File: src/jmpd_pkg.sv
// shared types and constants for the joystick motor drive
`default_nettype none

package jmpd_pkg;

	localparam int FRAME_W = 16;
	localparam int CNT_W   = 10;
	localparam int CFG_W   = 10;
	localparam int IDX_W   = 3;

	// configuration register indexes
	typedef enum logic [IDX_W-1:0] {
		REG_DEAD_BAND   = 3'd0,
		REG_PWM_PERIOD  = 3'd1,
		REG_GREEN_MIN   = 3'd2,
		REG_YELLOW_MIN  = 3'd3,
		REG_ORANGE_MIN  = 3'd4,
		REG_BLINK_LEVEL = 3'd5
	} cfg_reg_t;

	localparam logic [CFG_W-1:0] DEAD_BAND_RST   = 10'd12;
	localparam logic [CFG_W-1:0] PWM_PERIOD_RST  = 10'd999;
	localparam logic [CFG_W-1:0] GREEN_MIN_RST   = 10'd915;
	localparam logic [CFG_W-1:0] YELLOW_MIN_RST  = 10'd813;
	localparam logic [CFG_W-1:0] ORANGE_MIN_RST  = 10'd608;
	localparam logic [CFG_W-1:0] BLINK_LEVEL_RST = 10'd500;

	// motor pattern, bit 0 motor a forward, 1 a reverse, 2 b forward, 3 b reverse
	typedef logic [3:0] drive_t;

	localparam drive_t DRV_OFF     = 4'b0000;
	localparam drive_t DRV_FORWARD = 4'b0101;
	localparam drive_t DRV_BACK    = 4'b1010;
	localparam drive_t DRV_RIGHT   = 4'b0100;
	localparam drive_t DRV_LEFT    = 4'b0001;

	typedef struct packed {
		logic [CFG_W-1:0] dead_band;
		logic [CFG_W-1:0] pwm_period;
		logic [CFG_W-1:0] green_min;
		logic [CFG_W-1:0] yellow_min;
		logic [CFG_W-1:0] orange_min;
		logic [CFG_W-1:0] blink_level;
	} cfg_t;

	typedef struct packed {
		logic [FRAME_W-1:0] forward_frame;
		logic [FRAME_W-1:0] side_frame;
		logic [FRAME_W-1:0] battery_frame;
		logic [CNT_W-1:0]   pwm_count;
		logic               power_on;
	} sample_t;

	typedef struct packed {
		drive_t drive;
		logic   led_red;
		logic   led_orange;
		logic   led_yellow;
		logic   led_green;
	} result_t;

endpackage

`default_nettype wire

File: src/jmpd_ifs.sv
// handshake channels: sample in, result out, register writes
`default_nettype none

interface jmpd_sample_if;
	logic                         valid;
	logic                         ready;
	logic [jmpd_pkg::FRAME_W-1:0] forward_frame;
	logic [jmpd_pkg::FRAME_W-1:0] side_frame;
	logic [jmpd_pkg::FRAME_W-1:0] battery_frame;
	logic [jmpd_pkg::CNT_W-1:0]   pwm_count;
	logic                         power_on;

	modport source (output valid, forward_frame, side_frame, battery_frame, pwm_count,
		power_on, input ready);
	modport sink (input valid, forward_frame, side_frame, battery_frame, pwm_count,
		power_on, output ready);
endinterface

interface jmpd_result_if;
	logic valid;
	logic ready;
	logic motor_a_forward;
	logic motor_a_reverse;
	logic motor_b_forward;
	logic motor_b_reverse;
	logic led_red;
	logic led_orange;
	logic led_yellow;
	logic led_green;

	modport source (output valid, motor_a_forward, motor_a_reverse, motor_b_forward,
		motor_b_reverse, led_red, led_orange, led_yellow, led_green, input ready);
	modport sink (input valid, motor_a_forward, motor_a_reverse, motor_b_forward,
		motor_b_reverse, led_red, led_orange, led_yellow, led_green, output ready);
endinterface

interface jmpd_cfg_if;
	logic                       valid;
	logic                       ready;
	logic [jmpd_pkg::IDX_W-1:0] index;
	logic [jmpd_pkg::CFG_W-1:0] data;

	modport source (output valid, index, data, input ready);
	modport sink (input valid, index, data, output ready);
endinterface

`default_nettype wire

File: src/joystick_motor_pwm_drive.sv
// joystick motor drive: result register loads when a sample word leaves the input stage
// one sample word per clock while the result register is not stalled; ready drops
// only then; the decision logic between input and result regs is combinational
// reset clears the stage valids and the held motor pattern, and loads default registers
// register writes are taken every cycle and apply from the next sample processed
`default_nettype none

module joystick_motor_pwm_drive #(
	parameter int CODE_BITS  = 10,
	parameter int CODE_SHIFT = 3
) (
	input  wire             clk,
	input  wire             arst_n,
	jmpd_sample_if.sink     sample,
	jmpd_result_if.source   result,
	jmpd_cfg_if.sink        cfg
);
	import jmpd_pkg::*;

	cfg_t    cfg_q;
	sample_t sample_s1;
	logic    valid_s1;
	logic    adv_s1;
	result_t res_c;
	drive_t  held_nx;
	drive_t  held_q;
	result_t res_q;
	logic    out_valid_q;

	// register writes
	assign cfg.ready = 1'b1;

	always_ff @(posedge clk or negedge arst_n) begin
		if (!arst_n) begin
			cfg_q.dead_band   <= DEAD_BAND_RST;
			cfg_q.pwm_period  <= PWM_PERIOD_RST;
			cfg_q.green_min   <= GREEN_MIN_RST;
			cfg_q.yellow_min  <= YELLOW_MIN_RST;
			cfg_q.orange_min  <= ORANGE_MIN_RST;
			cfg_q.blink_level <= BLINK_LEVEL_RST;
		end else if (cfg.valid) begin
			case (cfg.index)
				REG_DEAD_BAND:   cfg_q.dead_band   <= cfg.data;
				REG_PWM_PERIOD:  cfg_q.pwm_period  <= cfg.data;
				REG_GREEN_MIN:   cfg_q.green_min   <= cfg.data;
				REG_YELLOW_MIN:  cfg_q.yellow_min  <= cfg.data;
				REG_ORANGE_MIN:  cfg_q.orange_min  <= cfg.data;
				REG_BLINK_LEVEL: cfg_q.blink_level <= cfg.data;
				default: ;
			endcase
		end
	end

	// input stage
	assign adv_s1 = valid_s1 && (!out_valid_q || result.ready);
	assign sample.ready = !valid_s1 || adv_s1;

	always_ff @(posedge clk or negedge arst_n) begin
		if (!arst_n) begin
			valid_s1 <= 1'b0;
		end else if (sample.ready) begin
			valid_s1 <= sample.valid;
		end
	end

	always_ff @(posedge clk) begin
		if (sample.valid && sample.ready) begin
			sample_s1.forward_frame <= sample.forward_frame;
			sample_s1.side_frame    <= sample.side_frame;
			sample_s1.battery_frame <= sample.battery_frame;
			sample_s1.pwm_count     <= sample.pwm_count;
			sample_s1.power_on      <= sample.power_on;
		end
	end

	jmpd_decide #(
		.CODE_BITS  (CODE_BITS),
		.CODE_SHIFT (CODE_SHIFT)
	) u_decide (
		.smp     (sample_s1),
		.cfg     (cfg_q),
		.held    (held_q),
		.res     (res_c),
		.held_nx (held_nx)
	);

	// held pattern moves with the word that leaves the input stage
	always_ff @(posedge clk or negedge arst_n) begin
		if (!arst_n) begin
			held_q      <= DRV_OFF;
			out_valid_q <= 1'b0;
		end else begin
			if (adv_s1) begin
				held_q <= held_nx;
			end
			if (adv_s1) begin
				out_valid_q <= 1'b1;
			end else if (result.ready) begin
				out_valid_q <= 1'b0;
			end
		end
	end

	always_ff @(posedge clk) begin
		if (adv_s1) begin
			res_q <= res_c;
		end
	end

	assign result.valid           = out_valid_q;
	assign result.motor_a_forward = res_q.drive[0];
	assign result.motor_a_reverse = res_q.drive[1];
	assign result.motor_b_forward = res_q.drive[2];
	assign result.motor_b_reverse = res_q.drive[3];
	assign result.led_red         = res_q.led_red;
	assign result.led_orange      = res_q.led_orange;
	assign result.led_yellow      = res_q.led_yellow;
	assign result.led_green       = res_q.led_green;

`ifndef SYNTHESIS
	a_no_shoot_through: assert property (@(posedge clk) disable iff (!arst_n)
		result.valid |-> !(result.motor_a_forward && result.motor_a_reverse) &&
			!(result.motor_b_forward && result.motor_b_reverse))
		else $error("motor driven both ways");

	a_one_led: assert property (@(posedge clk) disable iff (!arst_n)
		result.valid |-> $onehot0({result.led_red, result.led_orange,
			result.led_yellow, result.led_green}))
		else $error("more than one battery led lit");

	a_held_tracks_out: assert property (@(posedge clk) disable iff (!arst_n)
		adv_s1 |=> held_q == res_q.drive)
		else $error("held motor pattern differs from last result");

	a_stage_kept: assert property (@(posedge clk) disable iff (!arst_n)
		valid_s1 && !adv_s1 |=> valid_s1 && $stable(sample_s1))
		else $error("stalled input stage lost its word");
`endif

endmodule

`default_nettype wire

File: src/jmpd_decide.sv
// per-sample decision: axis magnitudes, dead band, duty compare, led select
`default_nettype none

module jmpd_decide #(
	parameter int CODE_BITS  = 10,
	parameter int CODE_SHIFT = 3
) (
	input  jmpd_pkg::sample_t smp,
	input  jmpd_pkg::cfg_t    cfg,
	input  jmpd_pkg::drive_t  held,
	output jmpd_pkg::result_t res,
	output jmpd_pkg::drive_t  held_nx
);
	import jmpd_pkg::*;

	localparam int XW = FRAME_W + CODE_BITS;
	localparam int MW = (CODE_BITS > CFG_W) ? CODE_BITS : CFG_W;
	localparam int PW = CODE_BITS + CFG_W + 1;
	localparam logic [CODE_BITS-1:0] FULL = {CODE_BITS{1'b1}};

	function automatic logic [CODE_BITS-1:0] code_of(input logic [FRAME_W-1:0] frame);
		logic [XW-1:0] ext;
		ext = {{CODE_BITS{1'b0}}, frame};
		return ext[CODE_SHIFT +: CODE_BITS];
	endfunction

	logic [CODE_BITS-1:0] fcode, scode, bcode;
	logic [CODE_BITS:0]   ftwo, stwo;
	logic                 fpos, spos;
	logic [CODE_BITS-1:0] fmag, smag, sel_mag;
	logic                 fcen, scen;
	logic [PW-1:0]        lhs, rhs;
	logic                 drv_on;
	drive_t               drv;
	logic [MW-1:0]        bat;

	always_comb begin
		fcode = code_of(smp.forward_frame);
		scode = code_of(smp.side_frame);
		bcode = code_of(smp.battery_frame);
		ftwo  = {fcode, 1'b0};
		stwo  = {scode, 1'b0};
		fpos  = ftwo > {1'b0, FULL};
		spos  = stwo > {1'b0, FULL};
		fmag  = fpos ? CODE_BITS'(ftwo - {1'b0, FULL}) : CODE_BITS'({1'b0, FULL} - ftwo);
		smag  = spos ? CODE_BITS'(stwo - {1'b0, FULL}) : CODE_BITS'({1'b0, FULL} - stwo);
		fcen  = MW'(fmag) <= MW'(cfg.dead_band);
		scen  = MW'(smag) <= MW'(cfg.dead_band);
	end

	// only one axis ever drives, so one multiplier serves both
	always_comb begin
		sel_mag = scen ? fmag : smag;
		lhs = PW'(FULL) * PW'(smp.pwm_count) + PW'(sel_mag) * PW'(cfg.pwm_period);
		rhs = PW'(FULL) * PW'(cfg.pwm_period);
		drv_on = lhs > rhs;
	end

	always_comb begin
		drv = held;
		if (fcen && scen) begin
			drv = DRV_OFF;
		end else if (scen) begin
			drv = drv_on ? (fpos ? DRV_FORWARD : DRV_BACK) : DRV_OFF;
		end else if (fcen) begin
			drv = drv_on ? (spos ? DRV_RIGHT : DRV_LEFT) : DRV_OFF;
		end
	end

	always_comb begin
		bat = MW'(bcode);
		res = '0;
		held_nx = DRV_OFF;
		if (smp.power_on) begin
			held_nx = drv;
			res.drive = drv;
			if (bat >= MW'(cfg.green_min)) begin
				res.led_green = 1'b1;
			end else if (bat >= MW'(cfg.yellow_min)) begin
				res.led_yellow = 1'b1;
			end else if (bat >= MW'(cfg.orange_min)) begin
				res.led_orange = 1'b1;
			end else begin
				res.led_red = smp.pwm_count > cfg.blink_level;
			end
		end
	end

endmodule

`default_nettype wire

File: src/flat_wrapper.sv
// flat-port wrapper written by rule: the top's interface ports become plain ports
module joystick_motor_pwm_drive_flat import jmpd_pkg::*;
#(
	parameter int CODE_BITS  = 10,
	parameter int CODE_SHIFT = 3
)
  (clk, arst_n, sample_valid, sample_forward_frame, sample_side_frame, sample_battery_frame, sample_pwm_count, sample_power_on, sample_ready, result_valid, result_motor_a_forward, result_motor_a_reverse, result_motor_b_forward, result_motor_b_reverse, result_led_red, result_led_orange, result_led_yellow, result_led_green, result_ready, cfg_valid, cfg_index, cfg_data, cfg_ready);
  jmpd_sample_if sample_i ();
  jmpd_result_if result_i ();
  jmpd_cfg_if cfg_i ();
  input  wire clk;
  input  wire arst_n;
  input wire logic [$bits(sample_i.valid)-1:0] sample_valid;
  input wire logic [$bits(sample_i.forward_frame)-1:0] sample_forward_frame;
  input wire logic [$bits(sample_i.side_frame)-1:0] sample_side_frame;
  input wire logic [$bits(sample_i.battery_frame)-1:0] sample_battery_frame;
  input wire logic [$bits(sample_i.pwm_count)-1:0] sample_pwm_count;
  input wire logic [$bits(sample_i.power_on)-1:0] sample_power_on;
  output wire logic [$bits(sample_i.ready)-1:0] sample_ready;
  output wire logic [$bits(result_i.valid)-1:0] result_valid;
  output wire logic [$bits(result_i.motor_a_forward)-1:0] result_motor_a_forward;
  output wire logic [$bits(result_i.motor_a_reverse)-1:0] result_motor_a_reverse;
  output wire logic [$bits(result_i.motor_b_forward)-1:0] result_motor_b_forward;
  output wire logic [$bits(result_i.motor_b_reverse)-1:0] result_motor_b_reverse;
  output wire logic [$bits(result_i.led_red)-1:0] result_led_red;
  output wire logic [$bits(result_i.led_orange)-1:0] result_led_orange;
  output wire logic [$bits(result_i.led_yellow)-1:0] result_led_yellow;
  output wire logic [$bits(result_i.led_green)-1:0] result_led_green;
  input wire logic [$bits(result_i.ready)-1:0] result_ready;
  input wire logic [$bits(cfg_i.valid)-1:0] cfg_valid;
  input wire logic [$bits(cfg_i.index)-1:0] cfg_index;
  input wire logic [$bits(cfg_i.data)-1:0] cfg_data;
  output wire logic [$bits(cfg_i.ready)-1:0] cfg_ready;
  assign sample_i.valid = sample_valid;
  assign sample_i.forward_frame = sample_forward_frame;
  assign sample_i.side_frame = sample_side_frame;
  assign sample_i.battery_frame = sample_battery_frame;
  assign sample_i.pwm_count = sample_pwm_count;
  assign sample_i.power_on = sample_power_on;
  assign sample_ready = sample_i.ready;
  assign result_valid = result_i.valid;
  assign result_motor_a_forward = result_i.motor_a_forward;
  assign result_motor_a_reverse = result_i.motor_a_reverse;
  assign result_motor_b_forward = result_i.motor_b_forward;
  assign result_motor_b_reverse = result_i.motor_b_reverse;
  assign result_led_red = result_i.led_red;
  assign result_led_orange = result_i.led_orange;
  assign result_led_yellow = result_i.led_yellow;
  assign result_led_green = result_i.led_green;
  assign result_i.ready = result_ready;
  assign cfg_i.valid = cfg_valid;
  assign cfg_i.index = cfg_index;
  assign cfg_i.data = cfg_data;
  assign cfg_ready = cfg_i.ready;
  joystick_motor_pwm_drive #(.CODE_BITS(CODE_BITS), .CODE_SHIFT(CODE_SHIFT)) u_core (.clk(clk), .arst_n(arst_n), .sample(sample_i), .result(result_i), .cfg(cfg_i));
endmodule
File: config.mk
export PLATFORM = sky130hd
export DESIGN_NAME = joystick_motor_pwm_drive_flat
export DESIGN_NICKNAME = d
export VERILOG_FILES = /design/src/jmpd_pkg.sv /design/src/jmpd_ifs.sv /design/src/joystick_motor_pwm_drive.sv /design/src/jmpd_decide.sv /design/src/flat_wrapper.sv
export SDC_FILE = /design/constraint.sdc
export NUM_CORES = 1
export LEC_CHECK = 0
export ABC_AREA = 1
export BUFFER_PORTS_ARGS = -buffer_cell sky130_fd_sc_hd__clkbuf_2
export CORE_AREA = 2 2 157 236
export DETAILED_ROUTE_END_ITERATION = 16
export DIE_AREA = 0 0 159 238
export MAX_ROUTING_LAYER = met4
export PLACE_DENSITY = 0.62
export SLEW_MARGIN = 30
export SYNTH_ARGS = -nofsm -noshare
export SYNTH_HDL_FRONTEND = slang
export SYNTH_SLANG_ARGS = --single-unit
File: constraint.sdc
create_clock -name clk -period 22.7 [get_ports clk]
set_clock_uncertainty 0.2 [all_clocks]
set_input_delay 2.27 -clock clk [delete_from_list [all_inputs] [get_ports clk]]
set_output_delay 2.27 -clock clk [all_outputs]
set_load 0.01 [all_outputs]
=== Word-level counts from Yosys, hierarchy flattened ===
Index checks and enable logic that the tools add are counted.

* Add/sub/neg operators: 5
* Multiply operators: 3
* Magnitude comparators: 9
* Equality and inequality tests: 5
* Mux-type cells: 16
* Bitwise operators: 1
* Reductions and logical operators: 18

{| class="wikitable"
|+ Operators by type and width
! cell !! number
|-
| $mul A10 B10 Y20 const A || 2
|-
| $ge A10 B10 Y1 || 3
|-
| $mux W10 || 3
|-
| $mux W4 || 6
|-
| $gt A11 B10 Y1 const B || 2
|-
| $add A20 B20 Y21 || 1
|-
| $gt A21 B20 Y1 || 1
|-
| $le A10 B10 Y1 || 2
|-
| $mul A10 B10 Y20 || 1
|-
| $sub A10 B10 Y10 const A || 2
|-
| $sub A10 B10 Y10 const B || 2
|-
| $reduce_and A2 Y1 || 6
|-
| $gt A10 B10 Y1 || 1
|-
| $eq A3 B2 Y1 const B || 2
|-
| $eq A3 B3 Y1 const B || 2
|-
| $mux W3 || 2
|-
| $mux W1 || 5
|-
| $reduce_or A4 Y1 || 1
|-
| $eq A3 B1 Y1 const B || 1
|-
| $logic_and A1 B1 Y1 || 3
|-
| $logic_not A3 Y1 || 1
|-
| $reduce_or A3 Y1 || 1
|-
| $logic_not A1 Y1 || 2
|-
| $logic_or A1 B1 Y1 || 2
|-
| other kinds (3) || 3
|}

* Flip-flop bits (word level): 124
* Input port bits: 77
* Output and inout bits: 11

=== Depth between registers and ports, before layout ===
* Depth in word-level cells: 12
* Mapped depth: 55
* Depth with buffers taken out: 54

=== By module ===
Synthesis repeated with hierarchy kept, for this count alone.

* Cells, all modules: 1,652
* Area, all modules: 15,051.9 µm²

{| class="wikitable"
|+ Modules (own cells, without submodules)
! module !! times used !! cells an instance !! area each (µm²) !! sequential area each (µm²)
|-
| jmpd_decide || 1 || 1,286 || 10,342.4 || 0.0
|-
| joystick_motor_pwm_drive || 1 || 366 || 4,709.5 || 3,702.3
|}

=== Least setup slack after synthesis ===
OpenSTA, ideal clock, no wires.

* Path kind: register to register
* Start: register u_core.sample_s1[39] in the netlist's numbering
* End: register u_core.res_q, in the netlist u_core.result.motor_a_reverse, data pin
* Setup time: 0.146 ns
* Data arrival time: 8.298 ns
* Required time: 22.354 ns
* Slack: 14.056 ns
* Stages on the path, launching flop included: 54
* Path buffers: 2
* Period minus slack after synthesis: 8.644 ns
* Cells stage by stage: edfxtp_1 > buf_2 > xor2_1 > inv_1 > ha_1 > nand2_1 > nor2_1 > a211oi_1 > o21ai_1 > a21boi_1 > o21ai_1 > nand2_1 > inv_2 > buf_4 > nand2_1 > nand2_2 > inv_2 > nand2_1 > [... 18 more ...] > o21ai_2 > a21oi_1 > xnor2_1 > ha_1 > inv_1 > nor3_1 > nand2_1 > nand2_1 > nand2_1 > nand2_1 > nand2_1 > nand2_1 > nand2_1 > nand2_2 > nand2_1 > nand2_2 > nand2_1 > a21oi_1

* Cells in the longest elaborated chain, start to end: 11
* Elaborated cells between the ends (all ways): 13
* Those cells by class: 1 x add/sub; 1 x mul; 3 x order compare; 7 x mux; 1 x reduce/logical

{| class="wikitable"
|+ RTL lines
! item !! RTL line !! source
|-
| start: declaration || joystick_motor_pwm_drive.sv:21 || <nowiki>sample_t sample_s1;</nowiki>
|-
| $gt A11 B10 Y1 * || jmpd_decide.sv:44 || <nowiki>spos = stwo > {1'b0, FULL};</nowiki>
|-
| $mux W10 * || jmpd_decide.sv:46 || <nowiki>smag = spos ? CODE_BITS'(stwo - {1'b0, FULL}) : CODE_BITS'({1'b0, FULL} - stwo);</nowiki>
|-
| $le A10 B10 Y1 || jmpd_decide.sv:48 || <nowiki>scen = MW'(smag) <= MW'(cfg.dead_band);</nowiki>
|-
| $mux W10 || jmpd_decide.sv:53 || <nowiki>sel_mag = scen ? fmag : smag;</nowiki>
|-
| $mul A10 B10 Y20 || jmpd_decide.sv:54 || <nowiki>lhs = PW'(FULL) * PW'(smp.pwm_count) + PW'(sel_mag) * PW'(cfg.pwm_period);</nowiki>
|-
| $add A20 B20 Y21 || jmpd_decide.sv:54 ||
|-
| $gt A21 B20 Y1 || jmpd_decide.sv:56 || <nowiki>drv_on = lhs > rhs;</nowiki>
|-
| $mux W3 || jmpd_decide.sv:66 || <nowiki>drv = drv_on ? (spos ? DRV_RIGHT : DRV_LEFT) : DRV_OFF;</nowiki>
|-
| $mux W4 || jmpd_decide.sv:65 || <nowiki>end else if (fcen) begin</nowiki>
|-
| $mux W4 || jmpd_decide.sv:63 || <nowiki>end else if (scen) begin</nowiki>
|-
| $mux W4 * || jmpd_decide.sv:61 || <nowiki>if (fcen && scen) begin</nowiki>
|-
| end signal: assignment || joystick_motor_pwm_drive.sv:106 || <nowiki>res_q <= res_c;</nowiki>
|-
| end: declaration || joystick_motor_pwm_drive.sv:27 || <nowiki>result_t res_q;</nowiki>
|}

Every way passes the cells marked *; elsewhere a longest branch is shown, timed or not.
A chain may end at the register's enable or synchronous reset.

=== Worst setup path in the final report ===
* Start: register u_core.sample_s1[39] in the netlist's numbering
* End: register u_core.res_q, in the netlist u_core.result.motor_b_reverse, data pin

* Cells in the longest elaborated chain, start to end: 10
* Elaborated cells between the ends (all ways): 11
* Those cells by class: 1 x add/sub; 1 x mul; 3 x order compare; 5 x mux; 1 x reduce/logical

{| class="wikitable"
|+ RTL lines
! item !! RTL line !! source
|-
| $gt A11 B10 Y1 * || jmpd_decide.sv:44 ||
|-
| $mux W10 * || jmpd_decide.sv:46 ||
|-
| $le A10 B10 Y1 || jmpd_decide.sv:48 ||
|-
| $mux W10 || jmpd_decide.sv:53 ||
|-
| $mul A10 B10 Y20 || jmpd_decide.sv:54 ||
|-
| $add A20 B20 Y21 || jmpd_decide.sv:54 ||
|-
| $gt A21 B20 Y1 || jmpd_decide.sv:56 ||
|-
| $mux W4 || jmpd_decide.sv:64 || <nowiki>drv = drv_on ? (fpos ? DRV_FORWARD : DRV_BACK) : DRV_OFF;</nowiki>
|-
| $mux W4 || jmpd_decide.sv:63 ||
|-
| $mux W4 * || jmpd_decide.sv:61 ||
|}

Marked as above.

==> impl_metrics.ini <==
[run_status]
run_status = completed

[synth]
synth_area_per_cell_um2 = 9.06
yosysWarningCount = 0
synth_seq_area_share_pct = 22.3
synthTopCellsByArea = fa_1, ha_1, edfxtp_1
synth_cell_type_count = 46
synth_top_cell_by_area = fa_1
synth_enable_flop_cells = 49
synth_top_cells_by_count = inv_1, nand2_1, ha_1, fa_1, nor2_1
syn_inst = 1565
netlist.area_leader.share_pct = 24.0
synth.net_count = 2042
netlist_area_before_placement_um2 = 14200
postSynthRegisterBits = 115
library_cell_with_the_highest_instance_count_after_synthesis = inv_1
async_reset_ff_share_pct = 57.4
synth_flop_cell = edfxtp_1

[die]
core.rowCount = 85
die_area_um2 = 37800
die-width_um = 159
start_util_pct = 39.7
fp.dieH_um = 238
floorplan.io_pins = 88
floorplan.core_area_um2 = 35700

[routing]
drt-initial-drc-count = 360
drt-pass1-iter-count = 5
routedWlPerCell_um = 15.4
postRouteWirelength_um = 32700
detail_route.drc_violations = 0
antenna_violating_nets_post_route = 0
vias_per_cell = 4.82
vias = 10200

[timing]
totalNegativeSetupSlack_ps = 0
holdWs_ps = 282
worst_slew_pin_slew_ps = 850
setup_viol = 0
fmax_mhz = 95.3
grt_setup_unrepaired = no
min_period_over_period_pct = 46.2
timing.slew.headroom_pct = 43.3
timing_max_transition_violations_final = 0
layout_setup_ws_ps = 12210
count_of_final_hold_check_violations = 0
min_period_ps = 10490

[clock_network]
cts_inserted_buffers = 17
clock_path_buffers = 2
tritoncts_clock_tree = done
clock_pin_slew_of_the_registers_on_the_worst_case_setup_and_hold_paths_ps = 50
htree_num_levels = 4
clock_latency_ps = 410
post_cts_resize_count = 0
cts_hold_repair.buffers = 0
clock-root-buffer = clkbuf_16
postCtsSetupBuffers = 0
tritoncts_num_sinks = 115

[min_path]
min_path_type = register to register

[setup_path]
critical_path.max_stage_delay_ps = 730
arrival_worst_endpoint_ps = 10440
critical_path.startpoint_type = register
timing.critical_path.slowest_stage_cell = edfxtp_1
worstSetupEndpointType = register
critPathRequiredTime_ps = 22650
critical_path.most_common_cell = nand2_1
cp_max_fo = 16
worst_path_class_setup = register to register

[placement]
numPortBuffers = 68
gpl.final_weighted_congestion = 0.890
dp_hpwl_um = 27600
placed_area_um2 = 15000
pre_cts_slack_ps = 12180

[cells_and_area]
layout.nets = 2111
drive_above_1_share_pct = 9.84
multi_input_gate_area_in_the_final_layout_um2 = 9500
area.sequential_um2 = 3160
fill_cells = 3594
area_growth_syn_to_layout_pct = 10.3
number_of_inserted_diodes = 0
design_area_um2 = 15600

[grt]
first_pass_grt_wire_length_um = 53800
grt_start_max_net_pins = 67
antenna_found_initial = 0
first_global_vias = 11100
grt_usage_pct = 18.7
gr-total-overflow = 0

[run]
cap_viol_max_count = 0
==> worst paths after layout <==
kind / start / to / slack, ps / depth (start not counted)
max: u_core.sample_s1[39] / u_core.result.motor_b_reverse / 12210 / 49
min: u_core.held_q[1] / u_core.held_q[1] / 280 / 2
max reg2reg: u_core.sample_s1[39] / u_core.result.motor_b_reverse / 12210 / 49
min reg2reg: u_core.held_q[1] / u_core.held_q[1] / 280 / 2
max in group asynchronous: arst_n / u_core.cfg_q[27] / 19880 / 2
min in group asynchronous: arst_n / u_core.held_q[3] / 1820 / 2
==> flip-flops by register name, summed over array words and instances (netlist names) <==
signal	flops
u_core.result.motor_a_reverse	1
u_core.result.led_yellow	1
u_core.valid_s1	1
u_core.result.led_green	1
u_core.cfg_q	60
u_core.result.led_orange	1
u_core.result.motor_b_forward	1
u_core.result.motor_a_forward	1
u_core.sample_s1	41
u_core.result.valid	1
u_core.held_q	4
u_core.result.led_red	1
u_core.result.motor_b_reverse	1
==> critical path, delay by kind of cell (launching register included) <==
family                   cells  cell delay [ps]
buffers and inverters        8              900
AND/OR/NAND/NOR             22             2600
XOR/XNOR                     1              270
AO/OA/AOI/OAI                8              980
adder cells (fa/ha/maj)     10             4560
flip-flops                   1              730
==> per-layer routing <==
metal / vias up / GRT usage (%) / routed length, um / part of all wire [%]
met1: 4969 / 18.3 / 11800 / 36
li1: 5007 / - / - / -
met3: 79 / 1.49 / 804 / 2.5
met4: 0 / 9.23 / 1540 / 4.7
met5: - / - / 0 / 0
met2: 194 / 36.6 / 18600 / 57
==> through the flow <==
stage | std cells | util [%]
CTS | 2125 | 43.7
finish | 2125 | 43.7
detailed placement | 2093 | 42.1
global route | 2125 | 43.7
global placement | 2093 | 42.1
floorplan | 1565 | -
==> area by class of cell <==
class                   instances  area share [%]
repair buffers                 70            2.27
multi-input cells            1051            60.8
flip-flops and latches        115            20.2
inverters                     379            9.10
clock inverters                10           0.833
clock buffers                  22            2.98
well taps                     478            3.83
==> cell families after synthesis <==
group                      share of synthesized area, %
other                                            0.0265
xor gates and xnor gates                           3.58
buffers and inverters                              10.7
DFF                                                22.3
and+or+nand+nor                                    11.7
adders and majority gates                          44.3
AOI/OAI and AO/OA                                  7.37
==> placed cells by master (no fill, tap or decap), drive strengths merged <==
cell type,instances
nor3b,1
o21a,1
a221oi,1
nor4,2
o31ai,3
a21oi,69
ha,230
conb,1
clkbuf,90
nand3,32
a21o,5
o21bai,2
dfstp,31
bufinv,3
o21ai,88
xnor2,18
o211ai,2
or2,2
o2111ai,1
buf,2
nand4,9
a31oi,5
dfrtp,35
nand2,273
clkinvlp,1
nor3,9
a21boi,2
o31a,1
fa,170
a211oi,2
inv,376
clkinv,9
edfxtp,49
nor2,82
xor2,40
Power is left out: the tool's default activity adds up to more than one toggle a clock period on the data nets, which glitch-free logic cannot reach.
